<file path="src/rtl/core/szaf_pkg.sv">
package szaf_pkg;

    localparam int DEF_MAX_ENTRIES      = 256;
    localparam int DEF_NAME_STORE_BYTES = 16384;
    localparam int DEF_MAX_NAME_LEN     = 1024;

    localparam logic [2:0] OP_START = 3'd0;
    localparam logic [2:0] OP_NAME  = 3'd1;
    localparam logic [2:0] OP_DATA  = 3'd2;
    localparam logic [2:0] OP_END   = 3'd3;
    localparam logic [2:0] OP_PULL  = 3'd4;

    localparam logic [2:0] ERR_OK        = 3'd0;
    localparam logic [2:0] ERR_NAME_LONG = 3'd1;
    localparam logic [2:0] ERR_TBL_FULL  = 3'd2;
    localparam logic [2:0] ERR_SIZE_OVF  = 3'd3;
    localparam logic [2:0] ERR_NAME_FULL = 3'd4;

    localparam logic CFG_DOS_TIME = 1'b0;
    localparam logic CFG_DOS_DATE = 1'b1;

    localparam logic [1:0] CMD_BYTE = 2'd0;
    localparam logic [1:0] CMD_HDR  = 2'd1;
    localparam logic [1:0] CMD_DESC = 2'd2;

    localparam logic [31:0] SIG_LOCAL = 32'h04034b50;
    localparam logic [31:0] SIG_DESC  = 32'h08074b50;
    localparam logic [31:0] SIG_CDIR  = 32'h02014b50;
    localparam logic [31:0] SIG_EOCD  = 32'h06054b50;
    localparam logic [15:0] GP_FLAGS  = 16'h0808;
    localparam logic [15:0] VER_MADE  = 16'h0314;
    localparam logic [15:0] VER_NEED  = 16'd20;
    localparam logic [3:0]  MODE_REG  = 4'h8;
    localparam logic [31:0] CRC_POLY  = 32'hEDB88320;
    localparam logic [31:0] CRC_INIT  = 32'hFFFFFFFF;

    typedef struct packed {
        logic [1:0]  kind;
        logic [7:0]  data;
        logic        valid;
        logic        done;
        logic [2:0]  err;
        logic [31:0] crc;
        logic [31:0] size;
        logic [10:0] nlen;
        logic [15:0] dtime;
        logic [15:0] ddate;
    } t_cmd;

    function automatic logic [7:0] le_byte(input logic [31:0] v, input logic [1:0] i);
        return v[8*i +: 8];
    endfunction

    function automatic logic [31:0] crc_step(input logic [31:0] c, input logic [7:0] b);
        logic [31:0] x;
        x = c ^ {24'd0, b};
        for (int k = 0; k < 8; k++) begin
            x = x[0] ? (CRC_POLY ^ (x >> 1)) : (x >> 1);
        end
        return x;
    endfunction

endpackage

</file>
<file path="src/rtl/core/szaf_queue.sv">
module szaf_queue #(
    parameter int DEPTH = 2
) (
    input  logic            i_clk,
    input  logic            i_rst_n,
    input  logic            i_push,
    input  szaf_pkg::t_cmd  i_cmd,
    output logic            o_full,
    input  logic            i_pop,
    output logic            o_valid,
    output szaf_pkg::t_cmd  o_cmd
);
    import szaf_pkg::*;

    localparam int PW = (DEPTH > 1) ? $clog2(DEPTH) : 1;

    t_cmd          r_mem [DEPTH];
    logic [PW-1:0] r_wp, r_rp;
    logic [PW:0]   r_cnt;

    assign o_full  = (r_cnt == (PW+1)'(DEPTH));
    assign o_valid = (r_cnt != '0);
    assign o_cmd   = r_mem[r_rp];

    always_ff @(posedge i_clk) begin
        if (i_push) begin
            r_mem[r_wp] <= i_cmd;
        end
    end

    always_ff @(posedge i_clk) begin
        if (!i_rst_n) begin
            r_wp  <= '0;
            r_rp  <= '0;
            r_cnt <= '0;
        end else begin
            if (i_push) begin
                r_wp <= (r_wp == PW'(DEPTH-1)) ? '0 : r_wp + 1'b1;
            end
            if (i_pop) begin
                r_rp <= (r_rp == PW'(DEPTH-1)) ? '0 : r_rp + 1'b1;
            end
            r_cnt <= r_cnt + (PW+1)'(i_push) - (PW+1)'(i_pop);
        end
    end
endmodule

</file>
<file path="config.mk">
export PLATFORM = sky130hd
export DESIGN_NAME = szaf_queue
export DESIGN_NICKNAME = d
export VERILOG_FILES = /design/src/rtl/core/szaf_pkg.sv /design/src/rtl/core/szaf_queue.sv
export SDC_FILE = /design/constraint.sdc
export NUM_CORES = 1
export LEC_CHECK = 0
export BUFFER_PORTS_ARGS = -buffer_cell sky130_fd_sc_hd__buf_4
export CAP_MARGIN = 25
export CELL_PAD_IN_SITES_DETAIL_PLACEMENT = 0
export CELL_PAD_IN_SITES_GLOBAL_PLACEMENT = 2
export CORE_ASPECT_RATIO = 0.6
export CORE_MARGIN = 2
export CORE_UTILIZATION = 35
export DETAILED_ROUTE_END_ITERATION = 16
export GPL_ROUTABILITY_DRIVEN = 0
export HOLD_SLACK_MARGIN = 0.05
export PLACE_DENSITY = 0.77
export SLEW_MARGIN = 20
export SYNTH_ARGS = -nofsm -noshare
export SYNTH_HDL_FRONTEND = slang
export SYNTH_SLANG_ARGS = --single-unit
</file>
<file path="constraint.sdc">
create_clock -name i_clk -period 6.4 [get_ports i_clk]
set_input_delay 0.32 -clock i_clk [delete_from_list [all_inputs] [get_ports i_clk]]
set_output_delay 0.32 -clock i_clk [all_outputs]
set_load 0.02 [all_outputs]
</file>
==> out/qor.csv <==
stage;metric;value;unit
clock_network;cts_resized;0;
clock_network;htree_levels;1;
power;irDropWorstVdd;0.0001799;V
run_status;status;finished, final reports clean;
synthesis;yosysTopAreaCellShare;78.24;%
layout;final_layout_size_suffix_gt1_share;51.49;%
global_route;grt_max_degree;84;
route;first_iter_violations;228;
clock_network;numCtsBuffers;24;
setup_path;required;6.08;ns
setup_path;cp-end-kind;output port;
setup_path;crit_fanout;57;
synthesis;synth_edf_count;244;
synthesis;synthTopCellsByArea;edfxtp_1, mux2_4, mux2_2;
synthesis;synth_top_family_by_area;multiplexers;
synthesis;netlist_instances;401;
layout;fin_nets;918;
floorplan;core_area;26360;µm²
setup_path;cp-start-kind;register;
route;drt.antenna.violating_nets;0;
route;finalWirelength;19890;µm
clock_network;cts_tree;yes;
route;dr.pass1.iters;4;
power;power.density;286.0;nW/µm²
synthesis;synth_compound_area_share;0.08016;%
timing;min_period_over_period;44.29;%
floorplan;die_area;28130;µm²
floorplan;initial_core_util;35.53;%
clock_network;root_buffer;clkbuf_16;
place;place.port_buffers;249;
synthesis;yosys-top-cells-count;edfxtp_1, mux2_4, mux2_2, buf_6, dfxtp_1;
synthesis;synth_mux_area_share;17.88;%
synthesis;ys_types;15;
layout;fill_cells;2190;
setup_path;critical_path_class;reg -> out;
global_route;grt_pass1_vias;5296;
synthesis;yosysTopAreaCell;edfxtp_1;
timing;rsz0062_at_grt;no;
setup_path;worstPathArrival;2.51;ns
timing;setup-tns-final;0;ns
route;post-route-drc-count;0;
synthesis;synth_adder_area_share;0.2672;%
route;post_drt_wl_per_cell;17.05;µm
synthesis;post-synth-top-count-cell;edfxtp_1;
min_path;hp-class;in -> reg;
timing;hold_violations;0;
flow_run;drv_cap;0;
timing;period_needed;2.835;ns
route;viasPerCell;4.339;
timing;timing.hold.ws;0.1334;ns
timing;final_max_slew_viol_count;0;
timing;fin_skew;0.01082;ns
global_route;grt_first_pass_wirelength;29410;µm
synthesis;synth-seq-cells;249;
synthesis;yosys.area_share.simple;0.6012;%
synthesis;async_flop_share;0;%
synthesis;yosysWarnings;0;
clock_network;cts_hold_buf;123;
setup_path;r2r_slack;4.26;ns
clock_network;clock-sinks;249;
place;hpwl;12560;µm
clock_network;clk_pin_slew_worst_paths;0.06;ns
clock_network;clk_latency;0.51;ns
floorplan;dieHeight;130.7;µm
route;dr_total_vias;5064;
synthesis;ys.flop_type;edfxtp_1;
power;leakage;5.279;nW
clock_network;clock_path_buffers;3;
layout;multi_input_area;1804;µm²
global_route;grt-ovfl-total;0;
synthesis;seq_area_frac_synth;79.31;%
clock_network;cts_setup_buffers;0;
synthesis;synth_nets;529;
layout;fin_util;51.69;%
synthesis;syn_area;9365;µm²
layout;syn2layout_area_growth;45.50;%
timing;max_freq;0.3528;GHz
timing;setup-violations-final;0;
timing;relSlewSlack;31.42;%
synthesis;synth_xor_area_share;0.3340;%
setup_path;max_stage_delay;0.60;ns
floorplan;fp.dieW;215.2;µm
global_route;grt.total_usage;13.51;%
synthesis;syn_area_per_cell;23.35;µm²
timing;tightest_slew;1.029;ns
layout;seq_area;7431;µm²
setup_path;path_cells;buf_16, buf_12, mux2_2, buf_4;
global_route;antenna_found_initial;0;
layout;fin_cells;1167;
floorplan;io_pins;250;
setup_path;cpMaxStageDelayCell;dfxtp_4;
place;place_inst;1000;
floorplan;rows;46;
[power by group]
group | switching [mW] | internal [mW] | leakage (nW)
sequential | 0.0280 | 1.89 | 2.33
combinational | 0.285 | 0.325 | 2.58
clock | 0.579 | 0.793 | 0.369
[cell families after synthesis]
logic type      after synthesis
compound gates                1
xor+xnor                      2
fa+ha+maj                     2
buf+inv                      16
flops                       249
mux                         122
simple gates                  9
[final cells by class]
type / count / share of cell area (%)
sequential: 249 / 54.53
timing repair buffer: 377 / 23.29
multi-input combinational: 136 / 13.24
clock buffer: 30 / 4.729
tap: 360 / 3.305
clock inverter: 12 / 0.8264
inverter: 2 / 0.05509
antenna: 1 / 0.01836
[state kept, by name, summed over array words and instances (netlist names), named ones only]
| register | count |
|---|---|
| r_cnt | 2 |
| r_mem | 244 |
| r_rp | 1 |
| r_wp | 1 |
[per-stage QoR]
step           area [µm²]  worst slack (ns)  power (mW)
5_1_grt             13620             3.449       4.048
3_3_place_gp        11600             3.931       2.487
6_report            13630             3.565       3.898
3_5_place_dp        11610             3.899       2.500
4_1_cts             13600             3.314       3.948
2_1_floorplan        9365           0.07629       2.274
[placed cells by master (no fill, tap or decap), drive strengths merged]
cell and n:
xnor3 1, and2 4, or2 1, dlygate4sd3 123, xor2 1, bufinv 2
mux2 122, nor2b 4, edfxtp 244, diode 1, o21a 1, dfxtp 5
clkinvlp 2, clkinv 8, buf 254, clkbuf 30, inv 2, ha 2
[path summary, 6_finish.rpt]
kind	start	endpoint	cells after the start
worst max register to register	r_wp	r_mem[1][92]	2
worst min-delay path	i_pop	register	3
worst max-delay path	register	o_cmd[18]	4
worst min register to register	r_rp	register	2
[worst max-delay path: cells and delay by family, from the launching register on]
family,cells,cell delay (ns)
buffers and inverters,3,0.86
flip-flops,1,0.60
multiplexers,1,0.39
[per-layer routing]
layer / share of wire (%) / global-route usage [%] / routed length [µm] / vias to the layer above
li1: - / - / - / 2364
met1: 46 / 18.23 / 9189 / 2492
met2: 45 / 21.20 / 8866 / 181
met3: 7.5 / 4.861 / 1499 / 27
met4: 1.7 / 2.921 / 339 / 0
met5: 0 / 0 / 0 / -
Note: power is estimated with default switching activity, not from simulation.
