==> config.mk <==
export PLATFORM = sky130hd
export DESIGN_NAME = szaf_back
export DESIGN_NICKNAME = d
export VERILOG_FILES = /design/src/rtl/core/szaf_pkg.sv /design/src/rtl/core/szaf_back.sv
export SDC_FILE = /design/constraint.sdc
export NUM_CORES = 1
export LEC_CHECK = 0
export ABC_CLOCK_PERIOD_IN_PS = 3550
export BUFFER_PORTS_ARGS = -buffer_cell sky130_fd_sc_hd__buf_2
export CAP_MARGIN = 20
export CORE_MARGIN = 10
export CORE_UTILIZATION = 45
export DETAILED_ROUTE_END_ITERATION = 16
export PLACE_DENSITY = 0.95
export SYNTH_ARGS = -nofsm -noshare
export SYNTH_HDL_FRONTEND = slang
export SYNTH_SLANG_ARGS = --single-unit
==> constraint.sdc <==
create_clock -name i_clk -period 3.55 [get_ports i_clk]
set_input_delay 0.1775 -clock i_clk [delete_from_list [all_inputs] [get_ports i_clk]]
set_output_delay 0.1775 -clock i_clk [all_outputs]
set_load 0.03 [all_outputs]
==> src/rtl/core/szaf_pkg.sv <==
package szaf_pkg;

    localparam int DEF_MAX_ENTRIES      = 256;
    localparam int DEF_NAME_STORE_BYTES = 16384;
    localparam int DEF_MAX_NAME_LEN     = 1024;

    localparam logic [2:0] OP_START = 3'd0;
    localparam logic [2:0] OP_NAME  = 3'd1;
    localparam logic [2:0] OP_DATA  = 3'd2;
    localparam logic [2:0] OP_END   = 3'd3;
    localparam logic [2:0] OP_PULL  = 3'd4;

    localparam logic [2:0] ERR_OK        = 3'd0;
    localparam logic [2:0] ERR_NAME_LONG = 3'd1;
    localparam logic [2:0] ERR_TBL_FULL  = 3'd2;
    localparam logic [2:0] ERR_SIZE_OVF  = 3'd3;
    localparam logic [2:0] ERR_NAME_FULL = 3'd4;

    localparam logic CFG_DOS_TIME = 1'b0;
    localparam logic CFG_DOS_DATE = 1'b1;

    localparam logic [1:0] CMD_BYTE = 2'd0;
    localparam logic [1:0] CMD_HDR  = 2'd1;
    localparam logic [1:0] CMD_DESC = 2'd2;

    localparam logic [31:0] SIG_LOCAL = 32'h04034b50;
    localparam logic [31:0] SIG_DESC  = 32'h08074b50;
    localparam logic [31:0] SIG_CDIR  = 32'h02014b50;
    localparam logic [31:0] SIG_EOCD  = 32'h06054b50;
    localparam logic [15:0] GP_FLAGS  = 16'h0808;
    localparam logic [15:0] VER_MADE  = 16'h0314;
    localparam logic [15:0] VER_NEED  = 16'd20;
    localparam logic [3:0]  MODE_REG  = 4'h8;
    localparam logic [31:0] CRC_POLY  = 32'hEDB88320;
    localparam logic [31:0] CRC_INIT  = 32'hFFFFFFFF;

    typedef struct packed {
        logic [1:0]  kind;
        logic [7:0]  data;
        logic        valid;
        logic        done;
        logic [2:0]  err;
        logic [31:0] crc;
        logic [31:0] size;
        logic [10:0] nlen;
        logic [15:0] dtime;
        logic [15:0] ddate;
    } t_cmd;

    function automatic logic [7:0] le_byte(input logic [31:0] v, input logic [1:0] i);
        return v[8*i +: 8];
    endfunction

    function automatic logic [31:0] crc_step(input logic [31:0] c, input logic [7:0] b);
        logic [31:0] x;
        x = c ^ {24'd0, b};
        for (int k = 0; k < 8; k++) begin
            x = x[0] ? (CRC_POLY ^ (x >> 1)) : (x >> 1);
        end
        return x;
    endfunction

endpackage

==> src/rtl/core/szaf_back.sv <==
module szaf_back (
    input  logic            i_clk,
    input  logic            i_rst_n,
    input  logic            i_q_valid,
    input  szaf_pkg::t_cmd  i_cmd,
    output logic            o_pop,
    output logic            o_tvalid,
    input  logic            i_tready,
    output logic [15:0]     o_tdata,
    output logic            o_tuser,
    output logic            o_tlast
);
    import szaf_pkg::*;

    logic [4:0] r_idx;
    logic [4:0] w_last_idx;
    logic       w_adv, w_emit, w_end;
    logic [7:0] w_byte;
    logic       r_ovalid;
    logic [7:0] r_obyte;
    logic       r_ovld_flag, r_olast, r_odone;
    logic [2:0] r_oerr;

    assign w_adv  = !r_ovalid || i_tready;
    assign w_emit = w_adv && i_q_valid;
    assign w_end  = (r_idx == w_last_idx);
    assign o_pop  = w_emit && w_end;

    always_comb begin
        case (i_cmd.kind)
            CMD_HDR:  w_last_idx = 5'd29;
            CMD_DESC: w_last_idx = 5'd15;
            default:  w_last_idx = 5'd0;
        endcase
    end

    always_comb begin
        w_byte = i_cmd.data;
        if (i_cmd.kind == CMD_HDR) begin
            case (r_idx)
                5'd0, 5'd1, 5'd2, 5'd3: w_byte = le_byte(SIG_LOCAL, r_idx[1:0]);
                5'd4:                   w_byte = VER_NEED[7:0];
                5'd6:                   w_byte = GP_FLAGS[7:0];
                5'd7:                   w_byte = GP_FLAGS[15:8];
                5'd10:                  w_byte = i_cmd.dtime[7:0];
                5'd11:                  w_byte = i_cmd.dtime[15:8];
                5'd12:                  w_byte = i_cmd.ddate[7:0];
                5'd13:                  w_byte = i_cmd.ddate[15:8];
                5'd26:                  w_byte = i_cmd.nlen[7:0];
                5'd27:                  w_byte = {5'd0, i_cmd.nlen[10:8]};
                default:                w_byte = 8'd0;
            endcase
        end else if (i_cmd.kind == CMD_DESC) begin
            case (r_idx[3:2])
                2'd0:    w_byte = le_byte(SIG_DESC, r_idx[1:0]);
                2'd1:    w_byte = le_byte(i_cmd.crc, r_idx[1:0]);
                default: w_byte = le_byte(i_cmd.size, r_idx[1:0]);
            endcase
        end
    end

    always_ff @(posedge i_clk) begin
        if (w_emit) begin
            r_obyte     <= w_byte;
            r_ovld_flag <= i_cmd.valid;
            r_olast     <= w_end;
            r_odone     <= i_cmd.done;
            r_oerr      <= i_cmd.err;
        end
    end

    always_ff @(posedge i_clk) begin
        if (!i_rst_n) begin
            r_idx    <= '0;
            r_ovalid <= 1'b0;
        end else begin
            if (w_adv) begin
                r_ovalid <= i_q_valid;
            end
            if (w_emit) begin
                r_idx <= w_end ? 5'd0 : r_idx + 1'b1;
            end
        end
    end

    assign o_tvalid = r_ovalid;
    assign o_tdata  = {4'd0, r_oerr, r_odone, r_obyte};
    assign o_tuser  = r_ovld_flag;
    assign o_tlast  = r_olast;
endmodule
==> flow_metrics.tcl, run 1 <==
set metrics [dict create \
    status "finished clean" \
    netlist_top_cells_area "edfxtp_1 21%, dfxtp_1 6.0%, mux2i_1 5.0%" \
    synth-edff-count 14 \
    fp.dieW_um 86.9 \
    overflow 0 \
    worstMarginPinSlew_ns 0.737 \
    cpLargestDelayFamily "flip-flops" \
    cts_root_buffer "clkbuf_8" \
    synth_xor_area_share_pct 2.61 \
    seq_area_frac_synth_pct 26.8 \
    drive_above_1_share_pct 43.7 \
    setup-tns-final_ns 0 \
    critPathArrivalTime_ns 2.44 \
    io_buffers 141 \
    via_per_inst 5.81 \
    most-common-layout-cells "141 x buf_2, 26 x nand2_1, 22 x nor2_1, 15 x o22ai_1, 14 x edfxtp_1" \
    startpoint_type "flip-flop" \
    wirelength_um 7820 \
    synth_seq_cells 20 \
    initial_core_util_pct 46.2 \
    dp_hpwl_um 6370 \
    row_count 24 \
    cp.buffers_inverters 1 \
    synth_area_um2 2010 \
    slew_viol_final 0 \
    grt_max_degree 24 \
    grt_pass1_vias 2451 \
    cts_hold_buf 0 \
    peakVddDrop_uv 219 \
    nets 498 \
    whs_ns 0.0828 \
    antenna_cells 0 \
    cellPowerDensity_nw_per_um2 284 \
    cp-end-kind "flip-flop" \
    muxShareOfSynthArea_pct 4.97 \
    synth_top_area_share_pct 20.9 \
    core_area_um2 4350 \
    die_h_um 86.9 \
    cp_max_fo 23 \
    wl_per_cell_um 18.8 \
    cp_cell_sequence "buf_4, nand2b_1, nor2_1, a2111oi_2, o32ai_1" \
    relSlewSlack_pct 50.8 \
    synth-simple-area-share_pct 17.1 \
    hold_class "input pin to flip-flop" \
    first_pass_iters 4 \
    synthDistinctLibCells 59 \
    post-route-min-period_ns 2.43 \
    clock-sinks 20 \
    drc 0 \
    finalPower_uw 780 \
    ant_nets 0 \
    globalplace.congestion 0.960 \
    cts_tree "built" \
    syn_inst 236 \
    critPathKind "flip-flop to flip-flop" \
    setup_viol 0 \
    required_ns 3.56 \
    io_pins 146 \
    synth_compound_gate_area_share_pct 34.6 \
    numCtsBuffers 3 \
    clock_skew_ns 0.00701 \
    track_usage_pct 19.1 \
    crit_slowest_cell "dfxtp_1" \
    grt_pass1_wl_um 12000 \
    synth-main-ff-cell "edfxtp_1" \
    antenna_found_initial 0 \
    yosys.area.top_type "edfxtp_1" \
    max_cap_viol_count 0 \
    syn2layout_area_growth_pct 36.2 \
    drt_iter0_drc 273 \
    die_area_um2 7550 \
    vias 2418 \
    clk_latency_ns 0.27 \
    clock.fmax_mhz 411 \
    fill_cells 381 \
    post-route-period-util_pct 68.5 \
    leakagePower_nw 1.21 \
    rsz0062_at_grt "no" \
    setup_slack_ns 1.12 \
    post_cts_buffers 0 \
    synth-adder-area-share_pct 4.35 \
    layout_commonest_cell "buf_2" \
    avgSynthCellArea_um2 8.53 \
    max-clock-path-buffers 2 \
    pre_cts_slack_ns 1.16 \
    instances_no_fill 416 \
    synth_top_family_by_area "compound AO/OA/AOI/OAI gates" \
    hold_violations 0 \
    dp_cells 412 \
    yosys_warnings 0 \
    htreeDepth 1 \
    cts_resized 0 \
    clk_pin_slew_ns 0.08 \
    synthArstFlopShare_pct 0 \
    cp_slowest_stage_delay_ns 0.63 \
]
## synthesized netlist by cell type, types with 4 or more instances
master and count:
a21oi_1 7, a221oi_1 9, buf_2 9, dfxtp_1 6
o221ai_1 4, xnor2_1 5, nor3_1 5, nor2_1 22
nand2_1 26, edfxtp_1 14, a22oi_1 6, o32ai_1 6
o22ai_1 15, o21ai_1 4, a22o_1 6, mux2i_1 10
inv_1 7, buf_4 9, ha_1 7, clkbuf_1 4
## per-layer routing
| metal | share of wire [%] | GRT usage (%) | vias up |
|---|---|---|---|
| li1 | - | - | 1165 |
| met1 | 37 | 21.8 | 1106 |
| met2 | 50 | 33.4 | 135 |
| met3 | 11 | 6.74 | 12 |
| met4 | 1.4 | 3.24 | 0 |
| met5 | 0 | 0 | - |
## where the power goes
part           internal [mW]  total, mW  switching, mW
clock network          0.151      0.236         0.0856
logic                  0.117      0.269          0.152
registers              0.270      0.275        0.00454
total                  0.538      0.780          0.242
## registers in the layout, indices dropped and copies added (netlist names)
register	cells
r_obyte	8
o_tlast	1
r_oerr	3
o_tuser	1
r_odone	1
o_tvalid	1
r_idx	5
## cell families (layout without fill, tap and decap cells)
| logic type | Yosys count | count (layout) |
|---|---|---|
| multiplexers | 10 | 10 |
| flip-flops | 20 | 20 |
| AO/OA/AOI/OAI | 86 | 86 |
| buffers and inverters | 33 | 158 |
| XOR/XNOR | 6 | 6 |
| adder cells (fa/ha/maj) | 7 | 7 |
| AND/OR/NAND/NOR | 73 | 73 |
| other | 1 | 4 |
## through the flow
stage	cell area (um2)	utilization [%]
6_report	2740	63.0
5_1_grt	2740	63.0
4_1_cts	2740	63.0
3_5_place_dp	2670	61.4
3_3_place_gp	2670	61.4
2_1_floorplan	2020	-
## layout make-up
cell class	instances	area, um2	area share, %
Clock inverter	1	30.0	1.09
Sequential cell	20	541	19.7
Inverter	9	33.8	1.23
Multi-Input combinational cell	186	1300	47.3
Tap cell	52	65.1	2.37
Clock buffer	3	41.3	1.51
Timing Repair Buffer	145	736	26.8
## path summary, 6_finish.rpt
| kind | depth (start not counted) | from | slack, ns | to |
|---|---|---|---|---|
| worst max-delay path | 5 | r_idx[3] | 1.12 | r_obyte[7] |
| worst min-delay path | 1 | i_cmd[108] | 0.08 | r_oerr[1] |
| worst max register to register | 5 | r_idx[3] | 1.12 | r_obyte[7] |
| worst min register to register | 2 | o_tvalid | 0.52 | o_tvalid |
Power figures use the tool's default switching activity.
==> run 2: changes to the inputs <==
--- a/config.mk
+++ b/config.mk
@@ -5,13 +5,14 @@
 export SDC_FILE = /design/constraint.sdc
 export NUM_CORES = 1
 export LEC_CHECK = 0
-export ABC_CLOCK_PERIOD_IN_PS = 3550
+export ABC_AREA = 1
+export ABC_CLOCK_PERIOD_IN_PS = 2000
 export BUFFER_PORTS_ARGS = -buffer_cell sky130_fd_sc_hd__buf_2
 export CAP_MARGIN = 20
 export CORE_MARGIN = 10
-export CORE_UTILIZATION = 45
+export CORE_UTILIZATION = 40
 export DETAILED_ROUTE_END_ITERATION = 16
-export PLACE_DENSITY = 0.95
+export PLACE_DENSITY = 0.9
 export SYNTH_ARGS = -nofsm -noshare
 export SYNTH_HDL_FRONTEND = slang
 export SYNTH_SLANG_ARGS = --single-unit
==> constraint.sdc (replaced) <==
create_clock -name i_clk -period 2 [get_ports i_clk]
set_input_delay 0.1 -clock i_clk [delete_from_list [all_inputs] [get_ports i_clk]]
set_output_delay 0.1 -clock i_clk [all_outputs]
set_load 0.03 [all_outputs]
==> run 2 against run 1 <==
Synthesized area is 16% higher. Die area grew 23%. Critical endpoint is now r_obyte[0]. Synthesized cell count rose by 67%. Via count grew 21%. Worst hold slack worse by 0.075 ns.
==> flow_metrics.tcl, run 2 <==
set metrics [dict create \
    status "finished clean" \
    die_area_um2 9320 \
    synth_top_area_share_pct 26.6 \
    vias 2929 \
    cp_cell_sequence "inv_2, ha_1, nor2_1, nand2_1, nand3_1, inv_1, nor2_1, nand2_1, nand2_1, nand2_1" \
    yosys_warnings 0 \
    clock-sinks 20 \
    r2r_setup_slack_ns 0.21 \
    rsz0062_at_grt "no" \
    power_switching_uw 481 \
    clock.fmax_mhz 558 \
    setup-tns-final_ns 0 \
    rr_startpoint "r_idx[0]" \
    row_count 27 \
    antenna_found_initial 0 \
    cp-end-kind "flip-flop" \
    hold_depth 1 \
    critPathKind "flip-flop to flip-flop" \
    fp.dieW_um 96.5 \
    slew_viol_final 0 \
    synthArstFlopShare_pct 0 \
    grt_max_degree 25 \
    cts_resized 0 \
    htreeDepth 1 \
    max-clock-path-buffers 2 \
    critPathArrivalTime_ns 1.82 \
    clk_pin_slew_ns 0.08 \
    comb_power_share_pct 36.7 \
    reg2reg_depth 10 \
    initial_core_util_pct 41.8 \
    globalplace.congestion 0.974 \
    use_met2_pct 30.8 \
    io_pins 146 \
    p_sw_share_pct 33.5 \
    synth_area_um2 2340 \
    use_met1_pct 21.5 \
    cp_max_fo 7 \
    synth-edff-count 14 \
    setup_slack_ns 0.208 \
    io_buffers 141 \
    fill_cells 595 \
    cp_slowest_stage_delay_ns 0.48 \
    wirelength_um 8760 \
    syn2layout_area_growth_pct 33.8 \
    syn_inst 394 \
    most-common-layout-cells "166 x nand2_1, 141 x buf_2, 55 x nor2_1, 25 x inv_1, 25 x nand3_1" \
    numCtsBuffers 3 \
    avgSynthCellArea_um2 5.94 \
    startpoint_type "flip-flop" \
    regArea_um2 541 \
    required_ns 2.03 \
    synthDistinctLibCells 32 \
    grt_busiest_layer "met2" \
    cts_hold_buf 0 \
    multiInputGateArea_um2 1520 \
    worstMarginPinSlew_ns 0.632 \
    crit_slowest_cell "dfxtp_1" \
    synth-main-ff-cell "edfxtp_1" \
    wl_per_cell_um 14.5 \
    die_h_um 96.5 \
    antenna_cells 0 \
    max_cap_viol_count 0 \
    cts_root_buffer "clkbuf_8" \
    synth_common_cells "166 x nand2_1, 55 x nor2_1, 25 x inv_1, 25 x nand3_1, 19 x nand4_1" \
    drt_iter0_drc 197 \
    pwr-share-seq_pct 34.6 \
    seq_area_frac_synth_pct 23.1 \
    crit_path_frequent_cell "nand2_1" \
    grt.met3_usage_pct 4.09 \
    relSlewSlack_pct 57.8 \
    grt_pass1_wl_um 13500 \
    first_pass_iters 5 \
    min_to "r_oerr[1]" \
    rr_endpoint "r_obyte[0]" \
    hold_violations 0 \
    clk_latency_ns 0.26 \
    hold_class "input pin to flip-flop" \
    core_area_um2 5610 \
    top_register "r_obyte" \
    setup_viol 0 \
    peakVddDrop_uv 292 \
    pre_cts_slack_ns 0.245 \
    post-route-min-period_ns 1.79 \
    holdCritStartpoint "i_cmd[108]" \
    post_cts_buffers 0 \
    drc 0 \
    via_per_inst 4.87 \
    clock_skew_ns 0.00269 \
    cts_tree "built" \
    netlist_top_cells_area "nand2_1 27%, edfxtp_1 18%, nor2_1 8.8%" \
    yosys.area.top_type "nand2_1" \
    grt_pass1_vias 2933 \
    synth.most_common_cell "nand2_1" \
    nets 664 \
    power.share.clock_pct 28.7 \
    ant_nets 0 \
    synth_seq_cells 20 \
    largest_reg_flops 8 \
    internal-power_uw 956 \
    leakagePower_nw 1.80 \
    cellPowerDensity_nw_per_um2 459 \
    drive_above_1_share_pct 32.3 \
    layout_commonest_cell "nand2_1" \
    finalPower_mw 1.44 \
    reg_top3 "r_obyte x8, r_idx x5, r_oerr x3" \
    dp_hpwl_um 7360 \
    track_usage_pct 17.8 \
    overflow 0 \
    post-route-period-util_pct 89.6 \
]
run 2: cell types whose count changed after synthesis, sizes merged, moves of 6 or more:
cell,previous run,this run
a22oi,8,0
nand2,26,169
nor2,22,61
a221oi,10,0
inv,8,29
mux2i,10,0
o22ai,15,1
o32ai,6,0
a22o,6,0
nand3,2,25
nand4,3,19
run 2: kinds of logic (layout without fill, tap and decap cells):
group	after synthesis	after routing	synth area share (%)
DFF	20	20	23.1
AOI/OAI and AO/OA	29	29	7.16
adders and majority gates	7	7	3.74
xor gates and xnor gates	6	6	2.24
and+or+nand+nor	278	278	51.2
buffers and inverters	53	186	12.4
other	1	4	0.160
run 2: worst max path at each step:
stage	from	end	slack, ns	cells after the start
global placement	r_idx[0]	r_obyte[0]	0.26	10
CTS	r_idx[3]	o_pop	0.21	7
global route	r_idx[0]	r_obyte[0]	0.05	10
finish	r_idx[0]	r_obyte[0]	0.21	10
detailed placement	r_idx[0]	r_obyte[0]	0.25	10
floorplan	r_idx[0]	r_obyte[0]	0.26	10
run 2: area by class of cell:
type / instances / area share (%)
Inverter: 29 / 3.63
Multi-Input combinational cell: 324 / 48.6
Timing Repair Buffer: 153 / 25.4
Clock inverter: 1 / 0.958
Sequential cell: 20 / 17.2
Clock buffer: 3 / 1.32
Tap cell: 72 / 2.87
run 2: per-layer routing:
metal / vias up / share of wire (%)
met5: - / 0
met4: 0 / 2.2
met3: 16 / 8.9
met2: 120 / 48
met1: 1279 / 41
li1: 1514 / -
run 2: critical path, delay by kind of cell (launching register included):
family	cells	cell delay (ns)
adder cells (fa/ha/maj)	1	0.23
flip-flops	1	0.48
buffers and inverters	2	0.15
AND/OR/NAND/NOR	7	0.69
run 2: through the flow:
step / hold WS, ns / util (%) / cells / instance area (um2)
global placement: 0.277 / 54.6 / 598 / 3060
floorplan: 0.199 / - / 397 / 2350
CTS: 0.00784 / 55.9 / 602 / 3130
global route: 0.00234 / 55.9 / 602 / 3130
detailed placement: 0.282 / 54.6 / 598 / 3060
finish: 0.00794 / 55.9 / 602 / 3130
run 2: power groups by stage:
stage / Sequential, mW / Clock, mW / Combinational (mW)
2_1_floorplan: 0.551 / 0 / 0.256
6_report: 0.497 / 0.413 / 0.528
3_3_place_gp: 0.504 / 0 / 0.518
4_1_cts: 0.497 / 0.416 / 0.527
5_1_grt: 0.501 / 0.431 / 0.584
3_5_place_dp: 0.507 / 0 / 0.524
